[src/ptt_pkg.sv]
// shared types and constants of the titre trajectory block
`default_nettype none
package ptt_pkg;

  localparam int MAX_INFECTIONS_DEF = 16;
  localparam int VALUE_WIDTH_DEF    = 32;

  localparam int VAL_W  = 32;                // q16.16 field width
  localparam int RISE_W = 31;
  localparam int FRAC_W = 16;
  localparam int DIV_W  = VAL_W + FRAC_W;    // |boost| << 16
  localparam int IN_DATA_W  = 192;
  localparam int OUT_DATA_W = 32;

  typedef enum logic [1:0] {
    ACT_START  = 2'd0,
    ACT_LOAD   = 2'd1,
    ACT_SAMPLE = 2'd2
  } action_t;

  typedef struct packed {
    logic signed [VAL_W-1:0]  slope;
    logic signed [VAL_W-1:0]  decay;
    logic        [RISE_W-1:0] rise;
    logic signed [VAL_W-1:0]  boost;
    logic signed [VAL_W-1:0]  itime;
  } ent_t;

  typedef struct packed {
    logic start;
    logic busy;
    logic done;
  } div_ctl_t;

endpackage
`default_nettype wire

[src/ptt_mem.sv]
// infection table: one write port, two registered read ports
`default_nettype none
module ptt_mem #(
  parameter int DEPTH = ptt_pkg::MAX_INFECTIONS_DEF,
  parameter int AW    = 4
) (
  input  wire logic          clk,
  input  wire logic          wr_en,
  input  wire logic [AW-1:0] wr_addr,
  input  wire ptt_pkg::ent_t wr_data,
  input  wire logic [AW-1:0] rd_addr_a,
  input  wire logic [AW-1:0] rd_addr_b,
  output ptt_pkg::ent_t      rd_data_a,
  output ptt_pkg::ent_t      rd_data_b
);

  ptt_pkg::ent_t mem [DEPTH];

  always_ff @(posedge clk) begin
    if (wr_en) begin
      mem[wr_addr] <= wr_data;
    end
    rd_data_a <= mem[rd_addr_a];
    rd_data_b <= mem[rd_addr_b];
  end

endmodule
`default_nettype wire

[config.mk]
export PLATFORM = sky130hd
export DESIGN_NAME = ptt_mem
export DESIGN_NICKNAME = d
export VERILOG_FILES = /design/src/ptt_pkg.sv /design/src/ptt_mem.sv
export SDC_FILE = /design/constraint.sdc
export NUM_CORES = 2
export LEC_CHECK = 0
export BUFFER_PORTS_ARGS = -buffer_cell sky130_fd_sc_hd__buf_4
export CORE_UTILIZATION = 50
export CTS_CLUSTER_DIAMETER = 200
export DETAILED_ROUTE_END_ITERATION = 10
export PLACE_DENSITY = 0.74
export SYNTH_ARGS = -nofsm -noshare
export SYNTH_HDL_FRONTEND = slang
export SYNTH_SLANG_ARGS = --single-unit
[constraint.sdc]
create_clock -name clk -period 17.89 [get_ports clk]
set_input_delay 0.8945 -clock clk [delete_from_list [all_inputs] [get_ports clk]]
set_output_delay 0.8945 -clock clk [all_outputs]
set_load 0.01 [all_outputs]
* After elaboration in Yosys (flattened, before gate mapping) *
Memory sizes are Yosys's and may differ from the RTL's. A register that Yosys moved wholly into a read port is not among the register bits.
Cells that the tools add are included.

cells by class
  muxes and demuxes = 2

operators with widths
  cell              count
  2-to-1 mux 1 bit  2

word-level totals
  word-level logic and storage cells = 3
  input bits = 173
  register bits = 0
  memories = 1
  output and inout bits = 318
  RAM bits = 2544

memories
  name  words  width  rd ports  clocked after Yosys merged registers in  write ports  RTL line       text
  mem   16     159    2         2                                        1            ptt_mem.sv:17  ptt_pkg::ent_t mem [DEPTH];

* Depth between registers and ports, before layout *
  word-level depth = 2
  gate-level depth with buffers = 9
  gate-level depth less buffers = 4

* Worst setup path after synthesis *
No wires, ideal clock.

  path type = input -> register
  start point = input wr_addr[2]
  end point = memory mem[0][0] in the netlist's numbering (enable)
  cell stages on the path = 2
  setup time = 0.875 ns
  data arrival time = 12.126 ns
  data required time = 17.015 ns
  path buffers = 0
  path slack = 4.890 ns
  path through = or3b_2 > nor3_1

RTL lines
  item                RTL line       text
  start: declaration  ptt_mem.sv:9   input wire logic [AW-1:0] wr_addr,
  end: declaration    ptt_mem.sv:17

No word-level cell before the write port.

==> impl_metrics.yaml <==
routing:
  drt_iter0_markers: 6663
  dr.pass1.iters: 6
  wl_per_cell_um: 33.8
  vias: 61000
  final_antenna_net_count: 0
  drc: 0
  post_drt_via_cell_ratio: 6.68
  postRouteWirelength_mm: 308
cts:
  cts_tree: "done"
  cts_buffers: 307
  hold_buffers: 0
  clkTransAtPathRegs_ps: 60
  cts_buffer_depth: 4
  clock_sinks: 2862
  h-tree-depth: 5
  clock_tree.root_cell: "clkbuf_16"
  cts_resized: 0
  post_cts_buffers: 0
  clk_latency_ps: 970
run_status:
  outcome: "finished, final reports clean"
floorplanning:
  die_y_um: 494
  coreArea_sq_um: 241000
  io_pins: 491
  die_w_um: 494
  start_util_pct: 50.3
  dieArea_sq_um: 244000
  rows: 180
power:
  p_comb_share_pct: 7.7
  p_clk_share_pct: 41.7
  p_per_area_nw_per_um2: 109
  p_int_w: 0.0118
  p_leak_nw: 44.2
  power.switching_w: 0.00323
  switching_share_pct: 21.5
  peakVddDrop_mv: 0.100
  power.share.sequential_pct: 50.6
sta:
  rsz0062_at_grt: "false"
  holdWs_ps: 214
  period_minus_slack_ps: 5160
  fin_tns_setup_ps: 0
  finalCritPeriodShare_pct: 28.8
  final_max_slew_viol_count: 0
  hold_violations: 0
  worst_slew_pin_slew_ps: 1090
  slew_headroom_pct: 26.8
  setup_slack_ps: 12730
  finalSetupViolCount: 0
  finClkSkew_ps: 81.5
  fmax_mhz: 194
job:
  drv_cap: 0
grt:
  antenna_found_initial: 20
  grt_start_max_net_pins: 101
  grt.total_usage_pct: 25.5
  overflow: 0
  grt_pass1_vias: 64200
  grt_pass1_wl_mm: 450
finish:
  n_fill_cell: 16900
  final_nets: 5874
  drive_gt1_share_pct: 43.1
  final_area_sq_um: 138000
  syn_to_final_growth_pct: 14.0
synth:
  syn_inst: 5167
  netlist.area_leader.share_pct: 63.1
  syn_nets: 5340
  ys_warn_count: 0
  synth.avg_cell_area_sq_um: 23.4
  synth_area_leaders: "edfxtp_1 (63%), mux4_2 (27%), dfxtp_1 (5.3%)"
  ys_types: 25
  yosysSeqAreaShare_pct: 68.3
  yosysTopAreaCell: "edfxtp_1"
  synth-seq-cells: 2862
  mappedNetlistArea_sq_um: 121000
setup_path:
  crit_path_frequent_cell: "buf_4"
  end_kind: "flip-flop"
  rrSetupSlack_ps: 16220
  crit_arrival_ps: 5930
  cp_top_family: "buffers and inverters"
  cp_cell_sequence: "buf_8, buf_4, buf_4, buf_4, buf_4, mux4_2, mux4_2"
  reg2reg_depth: 4
  max_stage_delay_ps: 900
  cp_slowest_cell: "buf_4"
  critPathRequiredTime_ps: 18660
  cp.depth: 7
  crit_type: "input port to flip-flop"
  worst_setup_path_start_kind: "input port"
  critPathBufInv: 5
  worst-path-max-fanout: 69
min_path:
  hp-class: "input port to flip-flop"
  hold_depth: 1
place:
  place_ws_ps: 11640
  io_buffers: 490
  dp_hpwl_mm: 165
  place.gp.congestion: 0.780
  placed_area_sq_um: 128000
synthesized netlist by cell type:
cell type,count
a211oi_1,68
nand2b_1,4
o32ai_1,21
edfxtp_1,2544
nor2_1,12
nor2b_1,68
buf_2,133
a21oi_1,92
mux2i_1,137
dfxtp_1,318
or2_2,1
o22ai_1,24
nor3_1,4
nand2_1,2
o221ai_1,3
nand3b_1,2
mux4_2,1474
buf_4,27
o21ai_1,3
buf_6,24
inv_2,1
buf_1,18
nand3_1,1
or3b_2,1
clkbuf_1,185
routing by layer:
layer  GRT usage (%)  routed length [um]  vias up
met5               0                 131        -
met4            8.22                9790       20
met3            4.61               28500      580
met2            41.7              154000     3194
met1            35.0              116000    33100
li1                -                   -    24000
layout make-up:
type / count / area [sq um] / share of cell area (%)
Clock buffer: 408 / 8470 / 6.13
Tap cell: 3185 / 3990 / 2.89
Sequential cell: 2862 / 82800 / 59.9
Clock inverter: 131 / 1420 / 1.03
Timing Repair Buffer: 612 / 4850 / 3.51
Antenna cell: 16 / 40.0 / 0.0290
Multi-Input combinational cell: 1917 / 36600 / 26.5
Inverter: 1 / 11.3 / 0.00815
stage by stage:
| step | util [%] | cells | power (W) |
|---|---|---|---|
| final | 57.4 | 9132 | 0.0150 |
| after global routing | 57.4 | 9122 | 0.0154 |
| after floorplan | - | 5167 | 0.00842 |
| after CTS | 57.4 | 9116 | 0.0151 |
| after detailed placement | 53.2 | 8577 | 0.00890 |
| after global placement | 53.2 | 8577 | 0.00888 |
worst register-to-register path: cells and delay by family, from the launching register on:
family	cells	cell delay, ps
muxes	1	460
AOI/OAI and AO/OA	2	430
DFF	1	380
and+or+nand+nor	1	140
state kept, by name, summed over array words and instances (netlist names):
register	cells
mem	2544
rd_data_a	159
rd_data_b	159
layout by cell type (no fill, tap or decap), drive strengths merged, types with 5 or more instances in the layout:
| cell | netlist | layout |
|---|---|---|
| inv | 1 | 5 |
| o22ai | 24 | 24 |
| dfxtp | 318 | 318 |
| bufinv | 0 | 28 |
| mux2i | 137 | 137 |
| edfxtp | 2544 | 2544 |
| nor2b | 68 | 68 |
| buf | 202 | 612 |
| clkinv | 0 | 84 |
| nor2 | 12 | 12 |
| mux4 | 1474 | 1474 |
| clkinvlp | 0 | 15 |
| a21oi | 92 | 92 |
| clkbuf | 185 | 408 |
| a211oi | 68 | 68 |
| diode | 0 | 16 |
| o32ai | 21 | 21 |
power by group through the flow:
stage | Sequential (W) | Clock [W] | Combinational [W]
floorplan | 0.00774 | 0 | 0.000675
global placement | 0.00773 | 0 | 0.00115
detailed placement | 0.00774 | 0 | 0.00117
CTS | 0.00760 | 0.00635 | 0.00117
global route | 0.00761 | 0.00659 | 0.00123
finish | 0.00760 | 0.00626 | 0.00116
cell families after synthesis:
kind of cell	count (synthesis)	share of synthesized area, %
simple gates	95	0.461
buf+inv	388	1.57
compound gates	211	1.11
mux	1611	28.5
flops	2862	68.3
final timing paths:
check / from / to
max: rd_addr_b[0] / rd_data_b[105]$_DFF_P_
min reg2reg: mem[15][74]$_DFFE_PP_ / rd_data_b[74]$_DFF_P_
min: wr_data[84] / mem[2][84]$_DFFE_PP_
max reg2reg: mem[5][82]$_DFFE_PP_ / rd_data_a[82]$_DFF_P_
Power figures use the tool's default switching activity.
