`src/ptt_pkg.sv`:
```
// shared types and constants of the titre trajectory block
`default_nettype none
package ptt_pkg;

  localparam int MAX_INFECTIONS_DEF = 16;
  localparam int VALUE_WIDTH_DEF    = 32;

  localparam int VAL_W  = 32;                // q16.16 field width
  localparam int RISE_W = 31;
  localparam int FRAC_W = 16;
  localparam int DIV_W  = VAL_W + FRAC_W;    // |boost| << 16
  localparam int IN_DATA_W  = 192;
  localparam int OUT_DATA_W = 32;

  typedef enum logic [1:0] {
    ACT_START  = 2'd0,
    ACT_LOAD   = 2'd1,
    ACT_SAMPLE = 2'd2
  } action_t;

  typedef struct packed {
    logic signed [VAL_W-1:0]  slope;
    logic signed [VAL_W-1:0]  decay;
    logic        [RISE_W-1:0] rise;
    logic signed [VAL_W-1:0]  boost;
    logic signed [VAL_W-1:0]  itime;
  } ent_t;

  typedef struct packed {
    logic start;
    logic busy;
    logic done;
  } div_ctl_t;

endpackage
`default_nettype wire

```
`src/ptt_div.sv`:
```
// restoring divider, one quotient bit per cycle, for the rise slope
`default_nettype none
module ptt_div (
  input  wire logic                       clk,
  input  wire logic                       rst_n,
  input  wire logic                       start,
  input  wire logic [ptt_pkg::DIV_W-1:0]  dividend,
  input  wire logic [ptt_pkg::RISE_W-1:0] divisor,
  output ptt_pkg::div_ctl_t               ctl,
  output logic      [ptt_pkg::DIV_W-1:0]  quotient
);

  localparam int CNT_W = $clog2(ptt_pkg::DIV_W + 1);

  logic [CNT_W-1:0]          cnt_r;
  logic [ptt_pkg::RISE_W:0]  rem_r;
  logic [ptt_pkg::RISE_W-1:0] dsr_r;
  logic                      busy_r;
  logic                      done_r;
  logic [ptt_pkg::RISE_W+1:0] trial;
  logic [ptt_pkg::RISE_W+1:0] shifted;

  assign shifted = {rem_r, quotient[ptt_pkg::DIV_W-1]};
  assign trial   = shifted - {2'b00, dsr_r};

  always_ff @(posedge clk) begin
    if (!rst_n) begin
      busy_r <= 1'b0;
      done_r <= 1'b0;
      cnt_r  <= '0;
    end else begin
      done_r <= 1'b0;
      if (start) begin
        busy_r   <= 1'b1;
        cnt_r    <= CNT_W'(ptt_pkg::DIV_W);
        rem_r    <= '0;
        dsr_r    <= divisor;
        quotient <= dividend;
      end else if (busy_r) begin
        if (!trial[ptt_pkg::RISE_W+1]) begin
          rem_r    <= trial[ptt_pkg::RISE_W:0];
          quotient <= {quotient[ptt_pkg::DIV_W-2:0], 1'b1};
        end else begin
          rem_r    <= shifted[ptt_pkg::RISE_W:0];
          quotient <= {quotient[ptt_pkg::DIV_W-2:0], 1'b0};
        end
        cnt_r <= cnt_r - 1'b1;
        if (cnt_r == CNT_W'(1)) begin
          busy_r <= 1'b0;
          done_r <= 1'b1;
        end
      end
    end
  end

  assign ctl = '{start: start, busy: busy_r, done: done_r};

endmodule
`default_nettype wire

```
`config.mk`:
```
export PLATFORM = sky130hd
export DESIGN_NAME = ptt_div
export DESIGN_NICKNAME = d
export VERILOG_FILES = /design/src/ptt_pkg.sv /design/src/ptt_div.sv
export SDC_FILE = /design/constraint.sdc
export NUM_CORES = 1
export LEC_CHECK = 0
export ABC_AREA = 1
export CAP_MARGIN = 10
export CORE_MARGIN = 2
export CORE_UTILIZATION = 40
export CTS_CLUSTER_DIAMETER = 120
export DETAILED_ROUTE_END_ITERATION = 8
export DONT_BUFFER_PORTS = 1
export SYNTH_ARGS = -nofsm -noshare
export SYNTH_HDL_FRONTEND = slang
export SYNTH_SLANG_ARGS = --single-unit
```
`constraint.sdc`:
```
create_clock -name clk -period 3.3 [get_ports clk]
set_input_delay 0.66 -clock clk [delete_from_list [all_inputs] [get_ports clk]]
set_output_delay 0.66 -clock clk [all_outputs]
set_load 0.01 [all_outputs]
```
* Yosys cells after proc, flatten, opt, wreduce, memory -nomap -nowiden
Cells that the tools add are included.
** Cells by class
- Eq/ne operators :: 1
- Add/sub/neg operators :: 2
- Bitwise gates (word level) :: 2
- Reductions and logical operators :: 5
- Mux-type cells :: 11
** Operator list (number)
- $mux W48 :: 2
- $mux W32 :: 2
- $sub A33 B31 Y33 :: 1
- $mux W6 :: 2
- $eq A6 B1 Y1 const B :: 1
- $sub A6 B1 Y6 const B :: 1
- $mux W1 :: 5
- $reduce_and A2 Y1 :: 2
- $reduce_or A3 Y1 :: 1
- $not A1 Y1 :: 2
- $reduce_bool A2 Y1 :: 1
- $reduce_or A2 Y1 :: 1
** Word-level totals
- Logic and storage cells :: 28
- Bits of input ports :: 82
- Output and inout port bits :: 51
- Register bits :: 119

* Logic depth before layout (Yosys ltp)
Gate-level depths: netlist of the first run.
- Word-level depth :: 4
- Gate-level depth with buffers :: 18
- Gate-level depth less buffers :: 17

* Least setup slack after synthesis of the first run
No wires, ideal clock.
- Path type :: in2reg
- Start point :: input port start
- End point :: register quotient[0] (netlist bit) (enable)
- Setup time :: 0.440 ns
- Stages :: 4
- Data required time :: 2.860 ns
- Arrival time :: 2.942 ns
- Setup slack :: -0.083 ns
- Path buffers :: 2
- Path through :: clkbuf_1 -> clkbuf_1 -> nand2_1 -> nand2_1
** Between the ends
- Longest elaborated chain between the ends :: 2
** Ends and longest elaborated chain
- start: declaration :: line ptt_div.sv:6 : input wire logic start,
- $reduce_bool A2 Y1 (no line)
- $reduce_and A2 Y1 (no line)
- end signal: assignment :: line ptt_div.sv:38 : quotient <= dividend;
- end signal: assignment :: line ptt_div.sv:42 : quotient <= {quotient[ptt_pkg::DIV_W-2:0], 1'b1};
- end signal: assignment :: line ptt_div.sv:45 : quotient <= {quotient[ptt_pkg::DIV_W-2:0], 1'b0};
- end: declaration :: line ptt_div.sv:10 : output logic [ptt_pkg::DIV_W-1:0] quotient
Every way passes these cells.
A chain may end at the register's enable or synchronous reset.

* Worst setup path after layout of the first run
- Start point :: register quotient[47] (netlist bit)
- End point :: register rem_r[20] (netlist bit), data pin
** Between the ends
- Longest elaborated chain between the ends :: 3
** Ends and longest elaborated chain
- $sub A33 B31 Y33 :: line ptt_div.sv:24 : assign trial = shifted - {2'b00, dsr_r};
- $mux W32 :: line ptt_div.sv:40 : if (!trial[ptt_pkg::RISE_W+1]) begin
- $mux W32 :: line ptt_div.sv:39 : end else if (busy_r) begin
- end signal: assignment :: line ptt_div.sv:41 : rem_r <= trial[ptt_pkg::RISE_W:0];
- end signal: assignment :: line ptt_div.sv:44 : rem_r <= shifted[ptt_pkg::RISE_W:0];
- end: declaration :: line ptt_div.sv:16 : logic [ptt_pkg::RISE_W:0] rem_r;
Every way passes these cells. The select of a mux whose other input is x is not followed.

==> flow_summary.ini, run 1 <==
[timing]
fmax_mhz = 365
worstMarginPinSlew_ns = 0.866
setup_tns_ns = 0
period_needed_ns = 2.74
rsz0062_at_grt = no
skew_ns = 0.0195
timing.final.max_slew_violations = 0
final_hold_viol_count = 0
max-slew-margin-rel_pct = 42.2
period_share_pct = 83.1
setup_violations = 0

[place]
dpl-instance-area_mm2 = 0.00784
portBuffers = 0
dp_hpwl_um = 13300
gp_congestion = 0.947

[synthesis]
yosysTopAreaCellShare_pct = 43.6
synth_cell_type_count = 35
ys.warnings.count = 0
ys_ff_latch = 119
synthCells = 1034
avgSynthCellArea_um2 = 7.39
synth_nets = 1150
ys.flop_type = edfxtp_1
synth_most_common_cell = nand2_1
synth.top_cells.by_count = nand2_1, inv_1, edfxtp_1
yosys-top-cells-area = edfxtp_1, nand2_1, inv_1
ys_seq_area_share_pct = 45.7
synth_edf_count = 111
syn_area_mm2 = 0.00764
yosys.area.top_type = edfxtp_1
async_flop_share_pct = 0

[die]
die_area_mm2 = 0.0202
die_h_um = 142
placementRows = 50
io_pins = 133
die_x_um = 142
core_area_mm2 = 0.0187
initial_core_util_pct = 40.9

[cts]
htree_num_levels = 4
clkSinkCount = 119
clk_path_buf_depth = 2
post_cts_buffers = 0
clkLatencyLatePin_ns = 0.43
root_buffer = clkbuf_16
cts_resized = 0
numCtsBuffers = 17
clk_pin_slew_ns = 0.06
ctsHoldBuffers = 0
cts_tree = built

[worst_setup_path]
worstSetupPathType = flop to flop
crit_required_ns = 3.48
cp_top_family = simple AND/OR/NAND/NOR gates
crit_arrival_ns = 2.93
slowest_delay_ns = 0.46
path_cells = inv_1, ha_1, fa_1, inv_1, nand2_1, nand2_1, nand3_2, nand2_2, nand2_2, nand2_4, nand2_4, nand2_2, nand2_2, nand2_4, nand2_1, nand2_1, nor2_1
path_buf_inv = 2
endpoint_kind = flop
critPathLaunchType = flop
slowest_stage = edfxtp_1
critPathMaxFanout = 32

[detailed_routing]
dr.pass1.iters = 5
viasPerCell = 4.70
drt_wl_total_um = 17600
drt-wirelength-per-cell_um = 13.8
drt-initial-drc-count = 293
drc = 0
num_vias = 6014
drtAntennaViolNets = 0

[power_and_ir_drop]
switching_share_pct = 32.9
seq_power_share_pct = 37.0
vdd_drop_max_v = 0.000365
p_leak_nw = 4.31
p_per_area_mw_per_mm2 = 631
p_int_mw = 3.59
p_comb_share_pct = 25.6
power.share.clock_pct = 37.4
power.switching_mw = 1.76

[run]
drv_cap = 0

[cells_and_area]
drive_gt1_share_pct = 6.60
finalInstanceArea_mm2 = 0.00847
fin_nets = 1149
syn2layout_area_growth_pct = 10.8
antenna_cells = 0

[global_routing]
track_usage_pct = 18.3
grt_start_max_net_pins = 54
antenna_found_initial = 0
overflow = 0
grt_pass1_vias = 5815
grt_pass1_wl_um = 28700

[outcome]
status = finished clean

[min_path]
hp-class = primary input to flop
## worst paths after layout
path	start	to	slack (ns)	cells past startpoint
setup / recovery	quotient[47]	rem_r[20]	0.56	17
hold / removal	divisor[25]	dsr_r[25]	0.32	0
setup reg to reg	quotient[47]	rem_r[20]	0.56	17
hold reg to reg	cnt_r[4]	cnt_r[4]	0.51	2
## registers in the layout, indices dropped and copies added, names as in the netlist
name / cells
busy_r: 1
rem_r: 32
quotient: 48
dsr_r: 31
done_r: 1
cnt_r: 6
## cells in the final DEF, fill, tap and decap left out, drive strengths merged, types with 3 or more instances in the layout
cell    instances
clkinv          6
nand3b          8
nand3          29
nor2          107
or2             4
nor3            7
a21oi          24
clkbuf         18
o21bai          3
inv           173
dfxtp           8
nand4           6
edfxtp        111
o21ai           4
and2            3
xor2           14
buf             4
ha             33
nand2         471
bufinv          4
## stage by stage
step           hold WS [ns]  worst slack (ns)  total power [mW]  utilization, %  std cells
2_1_floorplan         0.476             0.663              3.11               -       1034
3_3_place_gp          0.488             0.652              3.37            41.9       1248
3_5_place_dp          0.499             0.532              3.38            41.9       1248
4_1_cts               0.304             0.517              5.39            45.3       1280
5_1_grt               0.303             0.239              5.67            45.3       1280
6_report              0.319             0.557              5.35            45.3       1280
## cells by family after synthesis
| group | synth area share, % |
|---|---|
| AOI/OAI and AO/OA | 2.60 |
| buffers and inverters | 10.3 |
| xor gates and xnor gates | 1.83 |
| and+or+nand+nor | 33.9 |
| adders and majority gates | 5.66 |
| DFF | 45.7 |
## metal layers
| layer | wire length [µm] | global-route usage, % |
|---|---|---|
| met5 | 0 | 0 |
| met4 | 306 | 6.63 |
| met3 | 1320 | 5.79 |
| met2 | 7830 | 28.9 |
| met1 | 8180 | 23.6 |
## power by group through the flow
stage	clock network, mW	logic [mW]	registers, mW
global route	2.09	1.58	2.00
CTS	2.04	1.37	1.98
floorplan	0	1.13	1.98
finish	2.00	1.37	1.98
global placement	0	1.36	2.01
detailed placement	0	1.37	2.01
## area by class of cell
cell class / instances / area (µm²)
well taps: 234 / 293
clock inverters: 14 / 198
multi-input cells: 721 / 3370
fillers: 1891 / 10200
flip-flops and latches: 119 / 3490
clock buffers: 18 / 429
inverters: 170 / 638
repair buffers: 4 / 42.5
## worst register-to-register path, delay by kind of cell (launching register included)
family        cells  cell delay [ns]
simple gates     13             1.21
fa+ha+maj         2             0.65
flops             1             0.46
buf+inv           2             0.19
Power figures use the tool's default switching activity.
==> inputs of run 2 (changes only) <==
Clock period 3.3 ns to 2.85 ns, I/O delays scaled along.
==> run 2 against run 1 <==
Clock skew shrank 0.0084 ns. First-iteration DRC count up 20%. Via count rose by 0.98%. Cell area down 0.64%. Sequential share of layout area up 0.26 points. Global-route usage up 0.27 points. Critical endpoint is now rem_r[19]. Largest cell class unchanged. Largest power group is now sequential cells. Highest routed layer unchanged.
==> flow_summary.ini, run 2 (same netlist as run 1, synthesis figures left out) <==
[die]
io_pins = 133
core_area_mm2 = 0.0187
die_area_mm2 = 0.0202
die_h_um = 142
placementRows = 50
die_x_um = 142
initial_core_util_pct = 40.9

[cells_and_area]
antenna_cells = 0
multi_input_area_mm2 = 0.00337
seq_area_mm2 = 0.00349
largest_reg_flops = 48
final_common_cell = nand2_1
top_regs = quotient: 48 flops, rem_r: 32 flops, dsr_r: 31 flops
drive_gt1_share_pct = 6.77
top_register = quotient
fin_nets = 1151
finalInstanceArea_mm2 = 0.00841
final_cell_mix = nand2_1, inv_1, edfxtp_1
fill_cells = 1897
syn2layout_area_growth_pct = 10.1

[timing]
period_share_pct = 88.9
setup_violations = 0
fin_ws_ns = 0.317
period_needed_ns = 2.53
skew_ns = 0.0111
final_hold_viol_count = 0
holdWs_ns = 0.233
worstMarginPinSlew_ns = 0.501
rsz0062_at_grt = no
timing.final.max_slew_violations = 0
fmax_mhz = 395
setup_tns_ns = 0
max-slew-margin-rel_pct = 66.5

[global_routing]
antenna_found_initial = 0
grt_start_max_net_pins = 81
overflow = 0
grt_pass1_wl_um = 29000
track_usage_pct = 18.6
grt_pass1_vias = 5867

[worst_setup_path]
slowest_stage = fa_1
crit_arrival_ns = 2.71
critPathMaxFanout = 32
worstSetupPathType = flop to flop
crit_required_ns = 3.03
critPathLaunchType = flop
endpoint_kind = flop
path_cells = inv_1, ha_1, fa_1, inv_1, nand2_1, nand2_1, nand3_2, nand2_2, nand2_2, nand2_4, nand2_4, nand2_2, nand2_2, nand2_4, nand2_1, nand2_1, nor2_1
slowest_delay_ns = 0.41
ff2ff_path_depth = 17

[min_path]
holdPathStages = 0
hp-class = primary input to flop

[cts]
numCtsBuffers = 17
cts_tree = built
root_buffer = clkbuf_16
clk_path_buf_depth = 2
htree_num_levels = 4
post_cts_buffers = 0
clkSinkCount = 119
ctsHoldBuffers = 0
clk_pin_slew_ns = 0.07
cts_resized = 0
clkLatencyLatePin_ns = 0.43

[detailed_routing]
drt_wl_total_um = 17800
drc = 0
drt-initial-drc-count = 352
drtAntennaViolNets = 0
num_vias = 6073
viasPerCell = 4.74
dr.pass1.iters = 5
drt-wirelength-per-cell_um = 13.9

[power_and_ir_drop]
vdd_drop_max_v = 0.000406
p_per_area_mw_per_mm2 = 704
power_mw = 5.92
p_leak_nw = 4.29

[place]
dp_hpwl_um = 13200
dpl-instance-area_mm2 = 0.00786
gp_congestion = 0.935
place_ws_ns = 0.324
portBuffers = 0

[run]
drv_cap = 0

[outcome]
status = finished clean
==> run 2: cell count changes in the layout (fill, tap and decap cells not counted) <==
| cell | change |
|---|---|
| clkinv_4 | +3 |
| bufinv_16 | -3 |
| inv_6 | -2 |
| buf_4 | +2 |
| clkinv_2 | +1 |
| clkinvlp_4 | +1 |
==> run 2: layer usage <==
metal / global-route usage [%] / wire, µm
met1: 23.1 / 8020
met2: 29.6 / 7950
met3: 6.70 / 1470
met4: 7.05 / 366
met5: 0 / 0
==> run 2: final cells by class <==
class	count	area share, %
repair buffers	6	0.684
clock inverters	14	1.53
inverters	170	7.58
multi-input cells	721	40.1
flip-flops and latches	119	41.5
well taps	234	3.48
clock buffers	18	5.10
==> run 2: report_power, final <==
group	total, mW	switching (mW)	internal, mW
logic	1.59	1.05	0.531
registers	2.29	0.137	2.15
clock network	2.05	0.846	1.20
==> run 2: stage by stage <==
stage	util, %	cells
floorplan	-	1034
global placement	42.0	1250
detailed placement	42.0	1250
CTS	45.0	1282
global route	45.0	1282
finish	45.0	1282
==> run 2: worst max-delay path, delay by kind of cell, from the launching register on <==
family | cells | cell delay, ns
DFF | 1 | 0.34
buffers and inverters | 2 | 0.16
and+or+nand+nor | 13 | 1.14
adders and majority gates | 2 | 0.63
==> run 2: final timing paths <==
path	startpoint	end	slack, ns
min	divisor[22]	dsr_r[22]	0.23
min reg2reg	cnt_r[1]	cnt_r[1]	0.51
max	quotient[47]	rem_r[19]	0.32
max reg2reg	quotient[47]	rem_r[19]	0.32
